## src/hdl/hprc_pkg.sv

```systemverilog
// Shared types and constants of the heading PID rudder controller.
// Holds the microcode ROM, the control and status structs and the register map.
// No dependencies.
package hprc_pkg;

	localparam int SCALE      = 128;
	localparam int HALF_TURN  = 180 * SCALE;
	localparam int FULL_TURN  = 360 * SCALE;
	localparam int QUOT_W     = 16;
	localparam int STEP_W     = 4;
	localparam int BEAR_W     = 16;
	localparam int ANGLE_W    = 15;
	localparam int CFG_IDX_W  = 3;
	localparam int CFG_DATA_W = 16;

	// Register map
	localparam logic [CFG_IDX_W-1:0] REG_PROP_GAIN     = 3'd0;
	localparam logic [CFG_IDX_W-1:0] REG_INTEG_GAIN    = 3'd1;
	localparam logic [CFG_IDX_W-1:0] REG_DERIV_GAIN    = 3'd2;
	localparam logic [CFG_IDX_W-1:0] REG_INTEG_FLOOR   = 3'd3;
	localparam logic [CFG_IDX_W-1:0] REG_INTEG_CEILING = 3'd4;
	localparam logic [CFG_IDX_W-1:0] REG_RUDDER_MIN    = 3'd5;
	localparam logic [CFG_IDX_W-1:0] REG_RUDDER_MAX    = 3'd6;

	localparam logic [15:0]        RST_PROP_GAIN     = 16'd256;
	localparam logic [15:0]        RST_INTEG_GAIN    = 16'd25600;
	localparam logic [15:0]        RST_DERIV_GAIN    = 16'd128;
	localparam logic signed [15:0] RST_INTEG_FLOOR   = -16'sd23040;
	localparam logic signed [15:0] RST_INTEG_CEILING = 16'sd23040;
	localparam logic [14:0]        RST_RUDDER_MIN    = 15'd2560;
	localparam logic [14:0]        RST_RUDDER_MAX    = 15'd20480;

	// Datapath operations
	localparam logic [3:0] ALU_NOP     = 4'd0;
	localparam logic [3:0] ALU_LOAD    = 4'd1;
	localparam logic [3:0] ALU_INTEG   = 4'd2;
	localparam logic [3:0] ALU_ADDP    = 4'd3;
	localparam logic [3:0] ALU_SUBD    = 4'd4;
	localparam logic [3:0] ALU_CLAMP   = 4'd5;
	localparam logic [3:0] ALU_DIVINIT = 4'd6;
	localparam logic [3:0] ALU_RECIP   = 4'd7;
	localparam logic [3:0] ALU_EMIT    = 4'd8;

	// Multiplier operand selects
	localparam logic [1:0] MA_ERR   = 2'd0;
	localparam logic [1:0] MA_DMEAS = 2'd1;
	localparam logic [1:0] MA_SPAN  = 2'd2;
	localparam logic [1:0] MB_KP    = 2'd0;
	localparam logic [1:0] MB_KI    = 2'd1;
	localparam logic [1:0] MB_KD    = 2'd2;
	localparam logic [1:0] MB_RANGE = 2'd3;

	// Sequencing conditions
	localparam logic [2:0] COND_NEXT = 3'd0;
	localparam logic [2:0] COND_IN   = 3'd1;
	localparam logic [2:0] COND_OUT  = 3'd3;
	localparam logic [2:0] COND_JUMP = 3'd4;

	// Program addresses
	localparam logic [STEP_W-1:0] ST_TAKE    = 4'd0;
	localparam logic [STEP_W-1:0] ST_IMUL    = 4'd1;
	localparam logic [STEP_W-1:0] ST_INTEG   = 4'd2;
	localparam logic [STEP_W-1:0] ST_PROP    = 4'd3;
	localparam logic [STEP_W-1:0] ST_DERIV   = 4'd4;
	localparam logic [STEP_W-1:0] ST_CLAMP   = 4'd5;
	localparam logic [STEP_W-1:0] ST_MAP     = 4'd6;
	localparam logic [STEP_W-1:0] ST_DIVINIT = 4'd7;
	localparam logic [STEP_W-1:0] ST_DIV     = 4'd8;
	localparam logic [STEP_W-1:0] ST_EMIT    = 4'd9;

	typedef struct packed {
		logic [3:0]        alu;
		logic              mul_en;
		logic [1:0]        ma;
		logic [1:0]        mb;
		logic [2:0]        cond;
		logic [STEP_W-1:0] target;
	} cw_t;

	typedef struct packed {
		logic fire;
		cw_t  cw;
	} seq_ctl_t;

	typedef struct packed {
		logic in_valid;
		logic out_free;
	} dp_stat_t;

	typedef struct packed {
		logic [15:0]        prop_gain;
		logic [15:0]        integ_gain;
		logic [15:0]        deriv_gain;
		logic signed [15:0] integ_floor;
		logic signed [15:0] integ_ceiling;
		logic [14:0]        rudder_min;
		logic [14:0]        rudder_max;
	} cfg_t;

	function automatic cw_t mk_cw(input logic [3:0] alu, input logic mul_en,
			input logic [1:0] ma, input logic [1:0] mb,
			input logic [2:0] cond, input logic [STEP_W-1:0] target);
		return '{alu: alu, mul_en: mul_en, ma: ma, mb: mb, cond: cond, target: target};
	endfunction

	// Microcode ROM: one control word per step.
	function automatic cw_t ucode(input logic [STEP_W-1:0] step);
		cw_t w;
		case (step)
			ST_TAKE:    w = mk_cw(ALU_LOAD,    1'b0, MA_ERR,   MB_KP,    COND_IN,   ST_TAKE);
			ST_IMUL:    w = mk_cw(ALU_NOP,     1'b1, MA_ERR,   MB_KI,    COND_NEXT, ST_TAKE);
			ST_INTEG:   w = mk_cw(ALU_INTEG,   1'b1, MA_ERR,   MB_KP,    COND_NEXT, ST_TAKE);
			ST_PROP:    w = mk_cw(ALU_ADDP,    1'b1, MA_DMEAS, MB_KD,    COND_NEXT, ST_TAKE);
			ST_DERIV:   w = mk_cw(ALU_SUBD,    1'b0, MA_ERR,   MB_KP,    COND_NEXT, ST_TAKE);
			ST_CLAMP:   w = mk_cw(ALU_CLAMP,   1'b0, MA_ERR,   MB_KP,    COND_NEXT, ST_TAKE);
			ST_MAP:     w = mk_cw(ALU_NOP,     1'b1, MA_SPAN,  MB_RANGE, COND_NEXT, ST_TAKE);
			ST_DIVINIT: w = mk_cw(ALU_DIVINIT, 1'b0, MA_ERR,   MB_KP,    COND_NEXT, ST_TAKE);
			ST_DIV:     w = mk_cw(ALU_RECIP,   1'b0, MA_ERR,   MB_KP,    COND_NEXT, ST_TAKE);
			ST_EMIT:    w = mk_cw(ALU_EMIT,    1'b0, MA_ERR,   MB_KP,    COND_OUT,  ST_TAKE);
			default:    w = mk_cw(ALU_NOP,     1'b0, MA_ERR,   MB_KP,    COND_JUMP, ST_TAKE);
		endcase
		return w;
	endfunction

endpackage

```

## src/hdl/hprc_cfg.sv

```systemverilog
// Configuration register file: gains, integral clamps and rudder limits.
// Depends on hprc_pkg.
module hprc_cfg (
	input  logic                           clk,
	input  logic                           arst_n,
	input  logic                           we,
	input  logic [hprc_pkg::CFG_IDX_W-1:0]  index,
	input  logic [hprc_pkg::CFG_DATA_W-1:0] wdata,
	output hprc_pkg::cfg_t                 cfg
);
	import hprc_pkg::*;

	cfg_t cfg_q;

	always_ff @(posedge clk or negedge arst_n) begin
		if (!arst_n) begin
			cfg_q.prop_gain     <= RST_PROP_GAIN;
			cfg_q.integ_gain    <= RST_INTEG_GAIN;
			cfg_q.deriv_gain    <= RST_DERIV_GAIN;
			cfg_q.integ_floor   <= RST_INTEG_FLOOR;
			cfg_q.integ_ceiling <= RST_INTEG_CEILING;
			cfg_q.rudder_min    <= RST_RUDDER_MIN;
			cfg_q.rudder_max    <= RST_RUDDER_MAX;
		end else if (we) begin
			case (index)
				REG_PROP_GAIN:     cfg_q.prop_gain     <= wdata;
				REG_INTEG_GAIN:    cfg_q.integ_gain    <= wdata;
				REG_DERIV_GAIN:    cfg_q.deriv_gain    <= wdata;
				REG_INTEG_FLOOR:   cfg_q.integ_floor   <= $signed(wdata);
				REG_INTEG_CEILING: cfg_q.integ_ceiling <= $signed(wdata);
				REG_RUDDER_MIN:    cfg_q.rudder_min    <= wdata[14:0];
				REG_RUDDER_MAX:    cfg_q.rudder_max    <= wdata[14:0];
				default: ;
			endcase
		end
	end

	assign cfg = cfg_q;
endmodule

```

## config.mk

```make
export PLATFORM = sky130hd
export DESIGN_NAME = hprc_cfg
export DESIGN_NICKNAME = d
export VERILOG_FILES = /design/src/hdl/hprc_pkg.sv /design/src/hdl/hprc_cfg.sv
export SDC_FILE = /design/constraint.sdc
export NUM_CORES = 1
export LEC_CHECK = 0
export BUFFER_PORTS_ARGS = -buffer_cell sky130_fd_sc_hd__buf_2
export CAP_MARGIN = 15
export CORE_MARGIN = 4
export CORE_UTILIZATION = 55
export DETAILED_ROUTE_END_ITERATION = 8
export GPL_ROUTABILITY_DRIVEN = 1
export PLACE_DENSITY = 0.95
export SKIP_LAST_GASP = 1
export SYNTH_ARGS = -nofsm -noshare
export SYNTH_HDL_FRONTEND = slang
export SYNTH_SLANG_ARGS = --single-unit
```

## constraint.sdc

```tcl
create_clock -name clk -period 1.3 [get_ports clk]
set_input_delay 0.26 -clock clk [delete_from_list [all_inputs] [get_ports clk]]
set_output_delay 0.26 -clock clk [all_outputs]
set_load 0.03 [all_outputs]
```

Word level (Yosys, flattened, before mapping)
Index checks and enable logic that the tools add are counted.
Cells by class
  reduce and logical (&&, ||, !) cells: 8
  equality and inequality tests: 6
Operators with widths (number)
  $reduce_and 2->1: 7
  $eq 3x3->1 const B: 3
  $eq 3x2->1 const B: 2
  $eq 3x1->1 const B: 1
  $logic_not 3->1: 1
Storage, ports and cells
  word-level logic and storage cells: 21
  output and inout bits: 110
  register bits after elaboration: 110

Longest topological paths before layout
Gate-level depths: netlist of the first run.
  depth in word-level cells: 2
  depth in mapped cells: 5

Least setup slack after synthesis of the first run
Ideal clock, no wire load.
  kind: input-to-reg
  start: input port index[1] (netlist name)
  end: register cfg_q, in the netlist cfg[101]
  buffers on the path: 2
  setup slack: -0.188 ns
  stages: 4
  arrival time: 1.363 ns
  data required time: 1.175 ns
  path through: buf_4 -> nor4b_4 -> buf_6 -> mux2_4
On the way
  longest elaborated chain between the ends: 2
RTL lines
  from (decl): RTL line hprc_cfg.sv:7  | input logic [hprc_pkg::CFG_IDX_W-1:0] index,
  $logic_not 3->1: RTL line hprc_cfg.sv:25  | case (index)
  $reduce_and 2->1 (no source line)
  to (decl): RTL line hprc_cfg.sv:13  | cfg_t cfg_q;
No other way between the ends.
A chain may end at the register's enable or synchronous reset.

Worst setup path in the final report of the first run
  start: register cfg_q, in the netlist cfg[61]
  end: output port cfg[61] (netlist name)
RTL lines
  to (decl): RTL line hprc_cfg.sv:9  | output hprc_pkg::cfg_t cfg
No word-level cell between the ends.

==> reports/results.tsv, run 1 <==
metric	value	unit
core area	7370	um2
die area	9204	um2
Yosys top cell by area	dfrtp_1	
RSZ-0062 raised after global routing	true	
Yosys top cell area share	0.5472	
Total Wirelength	9887	um
flip-flop count of the largest register after layout	110	
Slew @ Worst Pin	358.2	ps
Clk pin slew, worst setup/hold paths	110	ps
vias per cell	5.309	
vias in the first global route	2914	
cell area after layout	5675	um2
crit path cell chain	buf_6	
largest net degree at the start of global routing	47	
slowest stage cell, crit path	dfstp_2	
synthesized-area fraction occupied by adder cells	0	
YS warnings	0	
H-tree depth	3	
GRT Overall Usage	0.2304	
multiplexer area fraction after synthesis	0.3001	
Synth Area in XOR/XNOR	0	
CP required	1040	ps
via count	2644	
post-route insts no fill	498	
Arr. time, crit path	1070	ps
switching pwr	0.003915	W
sequential area share after synthesis	0.6523	
skew final	0	ps
die height	95.94	um
commonest non-fill, non-tap cells in the layout	buf_2 (113), dfrtp_1 (93), mux2_2 (71), mux2_4 (39)	
crit path time final	1332	ps
commonest non-fill, non-tap cell in the layout	buf_2	
leading post-synthesis cells by cell area	dfrtp_1 (55%), mux2_2 (26%), dfstp_2 (11%), mux2_4 (3.5%), buf_6 (1.3%)	
Area after DPL	5333	um2
Synth Area in Simple Gates	0.02324	
CP Class	flop to primary output	
WL/cell	19.85	um
GPL Wtd Cong	0.7503	
setup TNS	-123.9	ps
Max VDD drop	1.103	mV
delay-heaviest family, CP	flip-flops	
DP Cell Count	475	
post-DP HPWL	7220	um
Max Fclk	0.7510	GHz
Netlist Area Pre-Place	4253	um2
P per Cell Area	1833	nW/um2
CTS max path bufs	2	
die width	95.94	um
Detail Route Antenna Nets	0	
Sequential Power Share	0.453	
Sink Count	110	
total iterations of the first detailed-routing run	4	
clock power share	0.183	
I/O pins	132	
outcome	finished, violations left	
global-route wire length before repair	15680	um
Synth Area in Compound Gates	0	
Root Driver	clkbuf_8	
Final Slew Violations	0	
total gr overflow	0	
met3 Usage GRT	0.05317	
combinational power share	0.364	
met2 GRT Util	0.3810	
failing checks	setup timing	
number of port buffers	131	
crit path max fanout	2	
CP bufs+invs	1	
Int Power	0.006490	W
Syn Inst Count	241	
Final Cycle Share	1.024	
Net Count, Synth	263	
grt peak-use layer	met2	
worst setup margin	-31.64	ps
Crit. End Element	primary output	
Iter 0 DRT Violations	51	
overall power	0.01041	W
Final Hold Fails	0	
share of cells above drive strength 1	0.7619	
max cap viols	0	
met1 GRT Util	0.2978	
largest family of logic cells by synthesized area	multiplexers	
Slowest Stage Delay on Critical Path	570	ps
endpoints failing setup	11	
#FFs+latches synth	110	
Worst setup SP type	flop	
Syn Area/Cell	17.65	um2
# rows	31	
CTS tree	yes	
Hold Crit Class	input pin to flop	
Slew headroom	0.7608	
leakage	2.764	nW
Cell variety after synth	11	
total CTS buffers	9	
Synth-to-Final Area Change	33.45	%
Final #Nets	416	
initial antenna violation count	0	
Starting Density	0.5771	
DRC errors left	0	
clk_lat worst skew	360	ps
antenna diode count	0	
Switching Share	0.3762	
==> final timing paths <==
check,startpoint,to,slack (ps),depth (start not counted)
min in group asynchronous,arst_n,cfg[57],340,2
worst max-delay path,cfg[61],cfg[61],-30,1
max in group asynchronous,arst_n,cfg[14],380,3
worst min register to register,cfg[25],cfg[25],510,1
worst min-delay path,wdata[15],cfg[109],180,2
worst max register to register,cfg[56],cfg[56],430,2
==> synth_stat cells <==
cell	instances
nor4bb_1	3
nand4b_2	3
buf_6	5
buf_4	1
mux2_4	10
mux2_2	99
nor4b_4	1
buf_2	8
dfrtp_1	93
dfstp_2	17
mux2_1	1
==> kinds of logic after synthesis <==
family / Yosys count
muxes: 110
DFF: 110
buffers and inverters: 14
and+or+nand+nor: 7
==> worst register-to-register path, cell delays in order, from the launching register on <==
cell and delay [ps]:
dfstp_2 570, buf_4 110, mux2_2 140
==> power by group through the flow <==
stage                     registers (W)  logic, W  clock network, W
final                           0.00471   0.00378           0.00191
after CTS                       0.00470   0.00383           0.00193
after global routing            0.00480   0.00399           0.00210
after global placement          0.00469   0.00353                 0
after floorplan                 0.00623  0.000901                 0
after detailed placement        0.00474   0.00362                 0
==> area by class of cell <==
type,count,area (um2)
timing repair buffer,156,1067
tap,99,123.9
clock inverter,6,53.80
sequential,110,2774
multi-input combinational,117,1529
clock buffer,10,127.6
fill,425,1694
==> per-layer routing <==
layer,vias up,part of all wire
li1,1173,-
met1,1366,0.42
met2,94,0.50
met3,11,0.069
met4,0,0.012
met5,-,0
==> stage by stage <==
| stage | util | hold slack (ps) | worst slack (ps) |
|---|---|---|---|
| after floorplan | - | -35.59 | -167.3 |
| after global placement | 0.7236 | 170.0 | -221.2 |
| after detailed placement | 0.7236 | 173.1 | -280.9 |
| after CTS | 0.7701 | 177.1 | -31.86 |
| after global routing | 0.7701 | 182.7 | -66.09 |
| final | 0.7701 | 179.5 | -31.64 |
==> timing repair <==
| item | in CTS | in global routing |
|---|---|---|
| resized for setup | 34 | 0 |
| endpoints found under the hold margin | 14 | 0 |
| endpoints found under the setup margin | 17 | 17 |
| setup buffers | 6 | 0 |
| hold buffers | 1 | 0 |
Note: power is estimated with default switching activity, not from simulation.
==> run 2: changes to the inputs <==
Settings changed: RECOVER_POWER set to 25.
==> run 2 against run 1 <==
Effect of this change:
- the run still ends with setup timing left
- clock skew unchanged
- combinational power about the same
- final cell count unchanged
- non-clock buffer count unchanged
- core utilization down 0.51 points
- worst hold slack better by 0.92 ps
- count of clock-buffer cells in the layout unchanged
- power down 0.16%
- via count up 0.87%
- register-to-register slack about the same
- largest cell class unchanged
==> reports/results.tsv, run 2 (synthesized netlist as in run 1, its figures left out) <==
metric	value	unit
outcome	finished, violations left	
failing checks	setup timing	
Slew @ Worst Pin	569.1	ps
combinational power share	0.363	
I/O pins	132	
die height	95.94	um
Final Hold Fails	0	
commonest non-fill, non-tap cell in the layout	buf_2	
Root Driver	clkbuf_8	
Starting Density	0.5771	
Int Power	0.006481	W
clk_lat worst skew	360	ps
crit path cell chain	buf_6	
CTS max path bufs	2	
Synth-to-Final Area Change	32.57	%
number of port buffers	131	
max cap viols	0	
Crit. End Element	primary output	
setup TNS	-121.9	ps
die width	95.94	um
flip-flop count of the largest register after layout	110	
Arr. time, crit path	1080	ps
post-DP HPWL	7220	um
crit path max fanout	2	
switching pwr	0.003908	W
clock power share	0.183	
slowest stage cell, crit path	dfstp_2	
endpoints failing setup	9	
delay-heaviest family, CP	flip-flops	
Final Cycle Share	1.028	
# rows	31	
leakage	2.742	nW
via count	2667	
RSZ-0062 raised after global routing	true	
total CTS buffers	9	
GRT Overall Usage	0.2304	
antenna diode count	0	
Max VDD drop	1.100	mV
Switching Share	0.3762	
skew final	0	ps
CTS tree	yes	
commonest non-fill, non-tap cells in the layout	buf_2 (113), dfrtp_1 (93), mux2_2 (71), mux2_4 (39)	
Slew headroom	0.6206	
Final #Nets	416	
core area	7370	um2
CP Class	flop to primary output	
GPL Wtd Cong	0.7503	
total gr overflow	0	
CP bufs+invs	1	
crit path time final	1336	ps
Worst setup SP type	flop	
CP required	1040	ps
total iterations of the first detailed-routing run	4	
Detail Route Antenna Nets	0	
Iter 0 DRT Violations	54	
Final Slew Violations	0	
die area	9204	um2
Slowest Stage Delay on Critical Path	570	ps
H-tree depth	3	
Sequential Power Share	0.454	
Total Wirelength	9892	um
filler cell count	430	
Sink Count	110	
Max Fclk	0.7484	GHz
largest net degree at the start of global routing	47	
share of cells above drive strength 1	0.7569	
Hold Crit Class	input pin to flop	
P per Cell Area	1843	nW/um2
DRC errors left	0	
global-route wire length before repair	15680	um
initial antenna violation count	0	
Hold WS	180.4	ps
worst setup margin	-36.18	ps
vias in the first global route	2914	
Clk pin slew, worst setup/hold paths	110	ps
vias per cell	5.355	
WL/cell	19.86	um
run 2: per-layer routing:
layer  share of wire  track usage  up-vias
li1                -            -     1172
met3           0.070      0.05317       11
met1            0.42       0.2978     1386
met2            0.50       0.3810       98
met4           0.012      0.08531        0
met5               0            0        -
run 2: path summary, 6_finish.rpt:
| path | start | end | slack, ps | depth (start not counted) |
|---|---|---|---|---|
| min | wdata[15] | cfg[109] | 180 | 2 |
| min reg2reg | cfg[25] | cfg[25] | 510 | 1 |
| min in group asynchronous | arst_n | cfg[57] | 430 | 2 |
| max in group asynchronous | arst_n | cfg[14] | 120 | 3 |
| max reg2reg | cfg[56] | cfg[56] | 430 | 2 |
| max | cfg[61] | cfg[61] | -40 | 1 |
run 2: through the flow:
stage                     setup WS, ps  utilization  cells  power (W)  cell area [um2]
final                           -36.18       0.7650    498    0.01039             5638
after CTS                       -31.86       0.7701    498    0.01046             5675
after global routing            -66.09       0.7650    498    0.01087             5638
after floorplan                 -167.3            -    241   0.007134             4404
after global placement          -221.2       0.7236    475   0.008222             5333
after detailed placement        -280.9       0.7236    475   0.008362             5333
run 2: what timing repair did:
action | 4_1_cts | 5_1_grt
gates resized for setup | 34 | 0
hold endpoints to repair | 14 | 0
buffers inserted | 6 | 0
pin swaps | 0 | 0
hold buffers | 1 | 0
gates cloned | 0 | 0
setup endpoints to repair | 17 | 17
run 2: layout make-up:
| type | instances | area [um2] | area share |
|---|---|---|---|
| sequential | 110 | 2774 | 0.4920 |
| multi-input combinational | 117 | 1523 | 0.2701 |
| timing repair buffer | 156 | 1036 | 0.1838 |
| clock buffer | 10 | 127.6 | 0.02264 |
| tap | 99 | 123.9 | 0.02197 |
| clock inverter | 6 | 53.80 | 0.009543 |
run 2: power by group through the flow:
| stage | sequential [W] | combinational [W] | clock, W |
|---|---|---|---|
| after detailed placement | 0.00474 | 0.00362 | 0 |
| after global routing | 0.00480 | 0.00398 | 0.00210 |
| after global placement | 0.00469 | 0.00353 | 0 |
| after CTS | 0.00470 | 0.00383 | 0.00193 |
| final | 0.00471 | 0.00377 | 0.00190 |
| after floorplan | 0.00623 | 0.000901 | 0 |
