### config.mk
export PLATFORM = sky130hd
export DESIGN_NAME = hprc_dpath
export DESIGN_NICKNAME = d
export VERILOG_FILES = /design/src/hdl/hprc_pkg.sv /design/src/hdl/hprc_dpath.sv
export SDC_FILE = /design/constraint.sdc
export NUM_CORES = 2
export LEC_CHECK = 0
export ABC_AREA = 1
export BUFFER_PORTS_ARGS = -buffer_cell sky130_fd_sc_hd__buf_2
export CORE_AREA = 2 2 264 292
export CTS_CLUSTER_SIZE = 28
export DETAILED_ROUTE_END_ITERATION = 10
export DIE_AREA = 0 0 266 294
export GPL_TIMING_DRIVEN = 0
export PLACE_DENSITY = 0.74
export SLEW_MARGIN = 25
export SYNTH_ARGS = -nofsm -noshare
export SYNTH_HDL_FRONTEND = slang
export SYNTH_SLANG_ARGS = --single-unit
### constraint.sdc
create_clock -name clk -period 6.4 [get_ports clk]
set_input_delay 0.96 -clock clk [delete_from_list [all_inputs] [get_ports clk]]
set_output_delay 0.96 -clock clk [all_outputs]
set_load 0.02 [all_outputs]
### src/hdl/hprc_pkg.sv
// Shared types and constants of the heading PID rudder controller.
// Holds the microcode ROM, the control and status structs and the register map.
// No dependencies.
package hprc_pkg;

	localparam int SCALE      = 128;
	localparam int HALF_TURN  = 180 * SCALE;
	localparam int FULL_TURN  = 360 * SCALE;
	localparam int QUOT_W     = 16;
	localparam int STEP_W     = 4;
	localparam int BEAR_W     = 16;
	localparam int ANGLE_W    = 15;
	localparam int CFG_IDX_W  = 3;
	localparam int CFG_DATA_W = 16;

	// Register map
	localparam logic [CFG_IDX_W-1:0] REG_PROP_GAIN     = 3'd0;
	localparam logic [CFG_IDX_W-1:0] REG_INTEG_GAIN    = 3'd1;
	localparam logic [CFG_IDX_W-1:0] REG_DERIV_GAIN    = 3'd2;
	localparam logic [CFG_IDX_W-1:0] REG_INTEG_FLOOR   = 3'd3;
	localparam logic [CFG_IDX_W-1:0] REG_INTEG_CEILING = 3'd4;
	localparam logic [CFG_IDX_W-1:0] REG_RUDDER_MIN    = 3'd5;
	localparam logic [CFG_IDX_W-1:0] REG_RUDDER_MAX    = 3'd6;

	localparam logic [15:0]        RST_PROP_GAIN     = 16'd256;
	localparam logic [15:0]        RST_INTEG_GAIN    = 16'd25600;
	localparam logic [15:0]        RST_DERIV_GAIN    = 16'd128;
	localparam logic signed [15:0] RST_INTEG_FLOOR   = -16'sd23040;
	localparam logic signed [15:0] RST_INTEG_CEILING = 16'sd23040;
	localparam logic [14:0]        RST_RUDDER_MIN    = 15'd2560;
	localparam logic [14:0]        RST_RUDDER_MAX    = 15'd20480;

	// Datapath operations
	localparam logic [3:0] ALU_NOP     = 4'd0;
	localparam logic [3:0] ALU_LOAD    = 4'd1;
	localparam logic [3:0] ALU_INTEG   = 4'd2;
	localparam logic [3:0] ALU_ADDP    = 4'd3;
	localparam logic [3:0] ALU_SUBD    = 4'd4;
	localparam logic [3:0] ALU_CLAMP   = 4'd5;
	localparam logic [3:0] ALU_DIVINIT = 4'd6;
	localparam logic [3:0] ALU_RECIP   = 4'd7;
	localparam logic [3:0] ALU_EMIT    = 4'd8;

	// Multiplier operand selects
	localparam logic [1:0] MA_ERR   = 2'd0;
	localparam logic [1:0] MA_DMEAS = 2'd1;
	localparam logic [1:0] MA_SPAN  = 2'd2;
	localparam logic [1:0] MB_KP    = 2'd0;
	localparam logic [1:0] MB_KI    = 2'd1;
	localparam logic [1:0] MB_KD    = 2'd2;
	localparam logic [1:0] MB_RANGE = 2'd3;

	// Sequencing conditions
	localparam logic [2:0] COND_NEXT = 3'd0;
	localparam logic [2:0] COND_IN   = 3'd1;
	localparam logic [2:0] COND_OUT  = 3'd3;
	localparam logic [2:0] COND_JUMP = 3'd4;

	// Program addresses
	localparam logic [STEP_W-1:0] ST_TAKE    = 4'd0;
	localparam logic [STEP_W-1:0] ST_IMUL    = 4'd1;
	localparam logic [STEP_W-1:0] ST_INTEG   = 4'd2;
	localparam logic [STEP_W-1:0] ST_PROP    = 4'd3;
	localparam logic [STEP_W-1:0] ST_DERIV   = 4'd4;
	localparam logic [STEP_W-1:0] ST_CLAMP   = 4'd5;
	localparam logic [STEP_W-1:0] ST_MAP     = 4'd6;
	localparam logic [STEP_W-1:0] ST_DIVINIT = 4'd7;
	localparam logic [STEP_W-1:0] ST_DIV     = 4'd8;
	localparam logic [STEP_W-1:0] ST_EMIT    = 4'd9;

	typedef struct packed {
		logic [3:0]        alu;
		logic              mul_en;
		logic [1:0]        ma;
		logic [1:0]        mb;
		logic [2:0]        cond;
		logic [STEP_W-1:0] target;
	} cw_t;

	typedef struct packed {
		logic fire;
		cw_t  cw;
	} seq_ctl_t;

	typedef struct packed {
		logic in_valid;
		logic out_free;
	} dp_stat_t;

	typedef struct packed {
		logic [15:0]        prop_gain;
		logic [15:0]        integ_gain;
		logic [15:0]        deriv_gain;
		logic signed [15:0] integ_floor;
		logic signed [15:0] integ_ceiling;
		logic [14:0]        rudder_min;
		logic [14:0]        rudder_max;
	} cfg_t;

	function automatic cw_t mk_cw(input logic [3:0] alu, input logic mul_en,
			input logic [1:0] ma, input logic [1:0] mb,
			input logic [2:0] cond, input logic [STEP_W-1:0] target);
		return '{alu: alu, mul_en: mul_en, ma: ma, mb: mb, cond: cond, target: target};
	endfunction

	// Microcode ROM: one control word per step.
	function automatic cw_t ucode(input logic [STEP_W-1:0] step);
		cw_t w;
		case (step)
			ST_TAKE:    w = mk_cw(ALU_LOAD,    1'b0, MA_ERR,   MB_KP,    COND_IN,   ST_TAKE);
			ST_IMUL:    w = mk_cw(ALU_NOP,     1'b1, MA_ERR,   MB_KI,    COND_NEXT, ST_TAKE);
			ST_INTEG:   w = mk_cw(ALU_INTEG,   1'b1, MA_ERR,   MB_KP,    COND_NEXT, ST_TAKE);
			ST_PROP:    w = mk_cw(ALU_ADDP,    1'b1, MA_DMEAS, MB_KD,    COND_NEXT, ST_TAKE);
			ST_DERIV:   w = mk_cw(ALU_SUBD,    1'b0, MA_ERR,   MB_KP,    COND_NEXT, ST_TAKE);
			ST_CLAMP:   w = mk_cw(ALU_CLAMP,   1'b0, MA_ERR,   MB_KP,    COND_NEXT, ST_TAKE);
			ST_MAP:     w = mk_cw(ALU_NOP,     1'b1, MA_SPAN,  MB_RANGE, COND_NEXT, ST_TAKE);
			ST_DIVINIT: w = mk_cw(ALU_DIVINIT, 1'b0, MA_ERR,   MB_KP,    COND_NEXT, ST_TAKE);
			ST_DIV:     w = mk_cw(ALU_RECIP,   1'b0, MA_ERR,   MB_KP,    COND_NEXT, ST_TAKE);
			ST_EMIT:    w = mk_cw(ALU_EMIT,    1'b0, MA_ERR,   MB_KP,    COND_OUT,  ST_TAKE);
			default:    w = mk_cw(ALU_NOP,     1'b0, MA_ERR,   MB_KP,    COND_JUMP, ST_TAKE);
		endcase
		return w;
	endfunction

endpackage

### src/hdl/hprc_dpath.sv
// Datapath: error fold, shared 17x17 multiplier, accumulator with clamps,
// reciprocal multiply for the rudder map, and the output register. Depends on hprc_pkg.
module hprc_dpath #(
	parameter int OUTPUT_LIMIT = 180
) (
	input  logic                        clk,
	input  logic                        arst_n,
	input  hprc_pkg::seq_ctl_t          ctl,
	input  hprc_pkg::cfg_t              cfg,
	input  logic [hprc_pkg::BEAR_W-1:0] target_bearing,
	input  logic [hprc_pkg::BEAR_W-1:0] measured_bearing,
	input  logic                        out_ready,
	output logic                        out_valid,
	output logic                        out_free,
	output logic [hprc_pkg::ANGLE_W-1:0] rudder_angle
);
	import hprc_pkg::*;

	localparam int LIM      = OUTPUT_LIMIT * SCALE;
	localparam int SPAN_W   = $clog2(2 * LIM + 1);
	localparam int DIV_W    = QUOT_W + $clog2(OUTPUT_LIMIT + 1);
	localparam int RCP_SH   = DIV_W + $clog2(OUTPUT_LIMIT);
	localparam int RCP_W    = DIV_W + 1;
	localparam int QPROD_W  = DIV_W + RCP_W;
	localparam int OPD_W    = 17;
	localparam int PROD_W   = 2 * OPD_W;
	localparam int RND_W    = PROD_W - 8;
	localparam int ACC_W    = 27;
	localparam int RND_HALF = 128;
	localparam int QOFS     = 1 << (QUOT_W - 1);
	// Reciprocal of OUTPUT_LIMIT rounded up; exact floor division for any dividend of DIV_W bits.
	localparam logic [RCP_W-1:0] RCP_MUL =
		RCP_W'(((longint'(1) << RCP_SH) + longint'(OUTPUT_LIMIT) - 1) / longint'(OUTPUT_LIMIT));

	function automatic logic signed [RND_W-1:0] rnd(input logic signed [PROD_W-1:0] p);
		logic signed [PROD_W-1:0] t;
		t = p + PROD_W'(RND_HALF);
		return $signed(t[PROD_W-1:8]);
	endfunction

	// State kept across items
	logic signed [15:0]       integ_q;
	logic [BEAR_W-1:0]        last_q;
	logic                     ovalid_q;

	// Per-item working registers
	logic signed [OPD_W-1:0]  err_q;
	logic signed [OPD_W-1:0]  dmeas_q;
	logic signed [ACC_W-1:0]  acc_q;
	logic [SPAN_W-1:0]        span_q;
	logic signed [PROD_W-1:0] prod_q;
	logic [DIV_W-1:0]         dvd_q;
	logic [QUOT_W-1:0]        quot_q;
	logic [ANGLE_W-1:0]       rud_q;

	logic signed [17:0]       raw_err;
	logic signed [17:0]       fold_err;
	logic signed [OPD_W-1:0]  dmeas_c;
	logic signed [OPD_W-1:0]  mul_a;
	logic signed [OPD_W-1:0]  mul_b;
	logic signed [OPD_W-1:0]  range_c;
	logic signed [PROD_W-1:0] prod_c;
	logic signed [ACC_W-1:0]  p_ext;
	logic signed [ACC_W-1:0]  integ_sum;
	logic signed [15:0]       integ_nx;
	logic signed [ACC_W-1:0]  lim_s;
	logic signed [ACC_W-1:0]  acc_clamp;
	logic signed [PROD_W-1:0] map_x;
	logic signed [PROD_W-1:0] map_y;
	logic signed [PROD_W-1:0] map_yy;
	logic [QPROD_W-1:0]       qprod_c;
	logic                     do_alu;

	assign do_alu = ctl.fire;

	always_comb begin
		raw_err = $signed({2'b00, target_bearing}) - $signed({2'b00, measured_bearing});
		// The error is folded once only; bearings past 360 may leave it outside +-180.
		if (raw_err > 18'(HALF_TURN)) begin
			fold_err = raw_err - 18'(FULL_TURN);
		end else if (raw_err < -18'(HALF_TURN)) begin
			fold_err = raw_err + 18'(FULL_TURN);
		end else begin
			fold_err = raw_err;
		end
		dmeas_c = $signed({1'b0, measured_bearing}) - $signed({1'b0, last_q});
	end

	assign range_c = $signed({2'b00, cfg.rudder_max}) - $signed({2'b00, cfg.rudder_min});

	always_comb begin
		case (ctl.cw.ma)
			MA_ERR:   mul_a = err_q;
			MA_DMEAS: mul_a = dmeas_q;
			MA_SPAN:  mul_a = $signed(OPD_W'(span_q));
			default:  mul_a = err_q;
		endcase
		case (ctl.cw.mb)
			MB_KP:    mul_b = $signed({1'b0, cfg.prop_gain});
			MB_KI:    mul_b = $signed({1'b0, cfg.integ_gain});
			MB_KD:    mul_b = $signed({1'b0, cfg.deriv_gain});
			MB_RANGE: mul_b = range_c;
			default:  mul_b = $signed({1'b0, cfg.prop_gain});
		endcase
	end

	assign prod_c = mul_a * mul_b;
	assign p_ext  = ACC_W'(rnd(prod_q));

	always_comb begin
		integ_sum = ACC_W'(integ_q) + p_ext;
		// Ceiling is tested first so that a floor above the ceiling still gives a bound.
		if (integ_sum > ACC_W'(cfg.integ_ceiling)) begin
			integ_nx = cfg.integ_ceiling;
		end else if (integ_sum < ACC_W'(cfg.integ_floor)) begin
			integ_nx = cfg.integ_floor;
		end else begin
			integ_nx = integ_sum[15:0];
		end
	end

	assign lim_s = ACC_W'(LIM);

	always_comb begin
		if (acc_q > lim_s) begin
			acc_clamp = lim_s;
		end else if (acc_q < -lim_s) begin
			acc_clamp = -lim_s;
		end else begin
			acc_clamp = acc_q;
		end
	end

	// Rudder map: floor((num + L*128) / (L*256)) is a shift by 8 and a divide by L.
	// The offset keeps the dividend positive; it vanishes in the 15-bit result.
	always_comb begin
		map_x  = prod_q + PROD_W'(LIM);
		map_y  = map_x >>> 8;
		map_yy = map_y + PROD_W'(QOFS * OUTPUT_LIMIT);
	end

	// The divide by L is a multiply by its reciprocal and a shift.
	assign qprod_c = dvd_q * RCP_MUL;

	always_ff @(posedge clk or negedge arst_n) begin
		if (!arst_n) begin
			integ_q  <= '0;
			last_q   <= '0;
			ovalid_q <= 1'b0;
		end else begin
			if (do_alu && ctl.cw.alu == ALU_LOAD) begin
				last_q <= measured_bearing;
			end
			if (do_alu && ctl.cw.alu == ALU_INTEG) begin
				integ_q <= integ_nx;
			end
			if (do_alu && ctl.cw.alu == ALU_EMIT) begin
				ovalid_q <= 1'b1;
			end else if (out_ready) begin
				ovalid_q <= 1'b0;
			end
		end
	end

	always_ff @(posedge clk) begin
		if (do_alu && ctl.cw.mul_en) begin
			prod_q <= prod_c;
		end
		if (do_alu) begin
			case (ctl.cw.alu)
				ALU_LOAD: begin
					err_q   <= fold_err[OPD_W-1:0];
					dmeas_q <= dmeas_c;
				end
				ALU_INTEG:   acc_q <= ACC_W'(integ_nx);
				ALU_ADDP:    acc_q <= acc_q + p_ext;
				ALU_SUBD:    acc_q <= acc_q - p_ext;
				ALU_CLAMP:   span_q <= SPAN_W'(acc_clamp + lim_s);
				ALU_DIVINIT: dvd_q <= map_yy[DIV_W-1:0];
				ALU_RECIP:   quot_q <= qprod_c[RCP_SH +: QUOT_W];
				ALU_EMIT:    rud_q <= quot_q[ANGLE_W-1:0] + cfg.rudder_min;
				default: ;
			endcase
		end
	end

	assign out_valid    = ovalid_q;
	assign out_free     = !ovalid_q || out_ready;
	assign rudder_angle = rud_q;
endmodule

Word-level counts from Yosys, hierarchy flattened:

Index checks and enable logic that the tools add are counted.
Widths: inputs -> output; s select.

* output and inout bits: 17
* register bits after elaboration: 198
* logic and storage cells: 71

* reductions and logical operators: 15
* $mul: 2
* equality and inequality tests: 13
* add/subtract/negate cells: 13
* multiplexer cells: 11
* magnitude comparators: 6

Operators with widths (number)
* $pmux 27 s3: 1
* $pmux 17 s4: 1
* $mux 16: 4
* $mul 24x24->46 const B: 1
* $add 34x9->34 const B: 1
* $mul 17x17->34: 1
* $mux 17: 2
* $pmux 17 s2: 1
* $sub 16x16->17: 2
* $add 32x16->32 const B: 1
* $add 16x26->27: 1
* $add 27x26->27: 1
* $gt 27x16->1: 1
* $gt 27x16->1 const B: 1
* $lt 27x16->1: 1
* $lt 27x16->1 const B: 1
* $sub 27x26->27: 1
* $add 24x24->24 const B: 1
* $add 17x17->17 const B: 1
* $gt 17x16->1 const B: 1
* $lt 17x16->1 const B: 1
* $sub 17x17->17 const B: 1
* $add 16x16->16 const B: 1
* $eq 4x3->1 const B: 4
* 15 further kinds: 28

Longest topological paths before layout:

* depth in word-level cells: 6
* depth in mapped cells: 37
* gate-level depth less buffers: 36

Least setup slack after synthesis:

Ideal clock, no wire load.

* path kind: input -> register
* from: input cfg[0] (netlist name)
* to: register prod_q[33] (data pin)
* path slack: -1.413 ns
* data required time: 6.148 ns
* buffers on the path: 0
* stages: 33
* arrival: 7.560 ns
* cells stage by stage: inv_1 ha_1 fa_1 inv_1 nand3_1 nand2_1 nand2_1 nand2_1 a21oi_1 xor2_1 o211ai_1 o21ai_1 clkinv_1 nand2_1 fa_1 inv_1 fa_1 fa_1 fa_1 fa_1 inv_1 fa_1 inv_1 ha_1 a21oi_1 o21a_1 inv_1 o21ai_0 o311ai_0 a21oi_1 nand2_1 nand2_1 nand2_1

* word-level cells in the longest chain between the ends: 3

Ends and longest elaborated chain
* start: declaration: line hprc_dpath.sv:9 `input hprc_pkg::cfg_t cfg,`
* $sub 15x15->16: line hprc_dpath.sv:89 `assign range_c = $signed({2'b00, cfg.rudder_max}) - $signed({2'b00, cfg.rudder_min});`
* $pmux 17 s4: line hprc_dpath.sv:98 `case (ctl.cw.mb)`
* $mul 17x17->34: line hprc_dpath.sv:107 `assign prod_c = mul_a * mul_b;`
* named net prod_c[33]: line hprc_dpath.sv:62 `logic signed [PROD_W-1:0] prod_c;`
* end signal: assignment: line hprc_dpath.sv:167 `prod_q <= prod_c;`
* end: declaration: line hprc_dpath.sv:51 `logic signed [PROD_W-1:0] prod_q;`

The timed path passes the listed nets, and every way through them passes these cells.
A chain may end at the register's enable or synchronous reset.

Worst setup path in the final report:

* from: input cfg[0] (netlist name)
* to: register prod_q[29] (data pin)

The elaborated chain is that of the path after synthesis.

==> flow_summary.json <==
{
  "violations": "setup timing",
  "clk_pin_slew_ns": 0.08,
  "gp_congestion": 0.979,
  "drt_wl_total_um": 105000,
  "synth_cells": 4505,
  "syn_area_um2": 36600,
  "critPathTopFamily": "adder cells",
  "end_kind": "flop",
  "fmax_mhz": 135,
  "finalHoldViolCount": 0,
  "antenna_cells": 0,
  "nFillCells": 6482,
  "grt_use_total_pct": 26.7,
  "startpoint_type": "primary input",
  "place_hpwl_um": 85500,
  "status": "finished with violations",
  "numCtsBuffers": 17,
  "grt_pass1_wl_um": 164000,
  "vias": 31800,
  "synth-seq-cells": 191,
  "avgSynthCellArea_um2": 8.12,
  "wl_per_cell_um": 18.0,
  "path_max_fanout": 5,
  "worst_hold_path_type": "flop to flop",
  "worstMarginPinSlew_ns": 0.981,
  "viasPerCell": 5.45,
  "fin_skew_ns": 0.0291,
  "die-area_um2": 78200,
  "ys_warn_count": 0,
  "slew_headroom_pct": 34.6,
  "syn_to_final_growth_pct": 17.1,
  "synth-seq-area-share_pct": 15.2,
  "setup_slack_ns": -0.985,
  "path_buf_inv": 10,
  "tritoncts": "built",
  "synthAdderAreaFrac_pct": 42.3,
  "clock_latency_ns": 0.49,
  "worst_ep_arrival_time_ns": 7.61,
  "cpPeakStageDelay_ns": 0.56,
  "portBuffers": 171,
  "fin_crit_sh_pct": 115,
  "drc": 0,
  "htree_levels": 4,
  "synth-compound-area-share_pct": 9.37,
  "hold_buffers": 0,
  "clock-sinks": 191,
  "die_h_um": 294,
  "crit_slowest_cell": "fa_1",
  "worst_ep_required_time_ns": 6.63,
  "fp.coreArea_um2": 75300,
  "cts-root-buf": "clkbuf_16",
  "yosys.area_share.simple_pct": 17.3,
  "synth.net_count": 5619,
  "initial_core_util_pct": 48.6,
  "grt_overflow": 0,
  "grt_max_degree": 34,
  "die_w_um": 266,
  "hold_ws_ns": 0.504,
  "nNetsFinal": 5957,
  "grt_pass1_vias": 32100,
  "r2r_setup_slack_ns": -0.08,
  "clockBufferDepth": 2,
  "final_max_slew_viol_count": 0,
  "cp_common_cell": "fa_1",
  "finalSetupViolCount": 25,
  "dr.pass1.iters": 6,
  "fp-row-count": 106,
  "antenna_found_initial": 1,
  "first_iter_violations": 2458,
  "drive_gt1_share_pct": 17.3,
  "critPathKind": "primary input to flop",
  "yosysUniqueCellTypes": 55,
  "synth_top_family_by_area": "adder cells",
  "fin_crit_ns": 7.39,
  "rsz0062_at_grt": "true",
  "synth-xor-area-share_pct": 4.71,
  "synthMuxAreaShare_pct": 0,
  "ios": 179,
  "final_antenna_net_count": 0,
  "drv_cap": 0
}
==> layout make-up <==
| type | count | area (um2) | share of cell area, % |
|---|---|---|---|
| Buffer | 57 | 355 | 0.829 |
| Clock buffer | 17 | 425 | 0.993 |
| Inverter | 1016 | 3870 | 9.02 |
| Multi-Input combinational cell | 3240 | 29000 | 67.6 |
| Timing Repair Buffer | 320 | 2220 | 5.17 |
| Clock inverter | 15 | 234 | 0.546 |
| Tap cell | 972 | 1220 | 2.84 |
| Sequential cell | 191 | 5570 | 13.0 |
==> cells in the final DEF (no fill, tap or decap), types with 18 or more instances in the layout <==
cell	instances
inv_1	921
ha_4	37
buf_6	32
ha_1	433
fa_2	22
o21ai_4	24
nor2_2	32
edfxtp_1	158
buf_2	167
inv_2	76
a21oi_1	228
a31oi_1	18
nand3_1	212
a21oi_2	25
nand2_4	22
xnor2_1	47
dfrtp_1	33
nor2_4	28
buf_4	119
o211ai_1	22
nand2_2	57
fa_1	454
nand4_1	50
nor3_1	31
nor2_1	321
xor2_1	132
clkbuf_1	22
nand2_1	673
o21ai_2	23
o21ai_0	125
==> worst paths after layout <==
path,from,to,cells past startpoint
setup reg to reg,span_q[1]$_SDFFCE_PP0P_,prod_q[29]$_DFFE_PP_,21
max in group asynchronous,arst_n,last_q[14]$_DFFE_PN0P_,1
hold reg to reg,integ_q[5]$_DFFE_PN0P_,integ_q[5]$_DFFE_PN0P_,2
setup / recovery,cfg[0],prod_q[29]$_DFFE_PP_,33
hold / removal,integ_q[5]$_DFFE_PN0P_,integ_q[5]$_DFFE_PN0P_,2
min in group asynchronous,arst_n,integ_q[15]$_DFFE_PN0P_,1
==> metal layers <==
metal | vias to the layer above | GRT usage [%] | share of wire, %
met1 | 15200 | 33.3 | 39
met4 | 0 | 10.9 | 4.6
met5 | - | 0 | 0
li1 | 15000 | - | -
met3 | 294 | 4.07 | 7.1
met2 | 1289 | 46.0 | 49
==> metrics by stage <==
| step | instances | setup TNS [ns] | setup WS, ns | area, um2 | util [%] |
|---|---|---|---|---|---|
| 2_1_floorplan | 4505 | -10.23 | -0.701 | 37300 | - |
| 3_3_place_gp | 5648 | -52.44 | -2.13 | 39400 | 52.3 |
| 3_5_place_dp | 5652 | -44.12 | -2.06 | 39500 | 52.5 |
| 4_1_cts | 5776 | -12.65 | -0.732 | 42000 | 55.7 |
| 5_1_grt | 5828 | -22.76 | -1.22 | 42900 | 56.9 |
| 6_report | 5828 | -17.58 | -0.985 | 42900 | 56.9 |
==> Yosys cell counts, drive strengths merged <==
library cell	count	share of area, %
clkinv	13	0.14
or2	17	0.29
buf	12	0.19
inv	1003	10
a221o	15	0.41
dfrtp	33	2.3
nand2	752	7.9
nand3b	10	0.21
ha	476	16
and3	1	0.017
a31oi	25	0.43
xnor2	48	1.1
xor2	146	3.6
nand3	228	3.1
a211oi	4	0.082
clkbuf	46	0.47
nand4	50	0.86
o211ai	23	0.49
o2111ai	3	0.072
o221ai	6	0.14
a221oi	10	0.24
a21o	13	0.27
nor3	45	0.65
nor4	10	0.17
a21oi	266	3.6
nor3b	1	0.021
o21a	16	0.33
fa	476	26
a21boi	4	0.082
o311ai	3	0.072
o31a	1	0.024
o21ai	189	2.6
edfxtp	158	13
o31ai	7	0.14
o211a	1	0.027
nor2	381	4.1
o21bai	13	0.27
==> flip-flops by register name, summed over array words and instances, names as in the netlist <==
| register | flops |
|---|---|
| integ_q | 16 |
| rudder_angle | 15 |
| acc_q | 27 |
| dmeas_q | 17 |
| span_q | 16 |
| last_q | 16 |
| err_q | 17 |
| out_valid | 1 |
| prod_q | 27 |
| dvd_q | 24 |
| quot_q | 15 |
==> worst min-delay path, cell delays in order (launching register included) <==
cell and delay [ns]:
dfrtp_1 0.36, nand2_1 0.06, nand2_1 0.05
==> cells by family (layout without fill, tap and decap cells) <==
family                   Yosys count  count (layout)
flip-flops                       191             191
XOR/XNOR                         194             194
AO/OA/AOI/OAI                    599             599
adder cells (fa/ha/maj)          952             952
AND/OR/NAND/NOR                 1495            1495
buffers and inverters           1074            1425
==> repair_timing <==
item,CTS,global route
resized for setup,285,122
buffers inserted,95,52
setup endpoints to repair,26,72
pin swaps,171,95
cloned,1,0
Power is not shown: default switching activity piles up to over one toggle a cycle in this logic, so the estimate is an artifact.
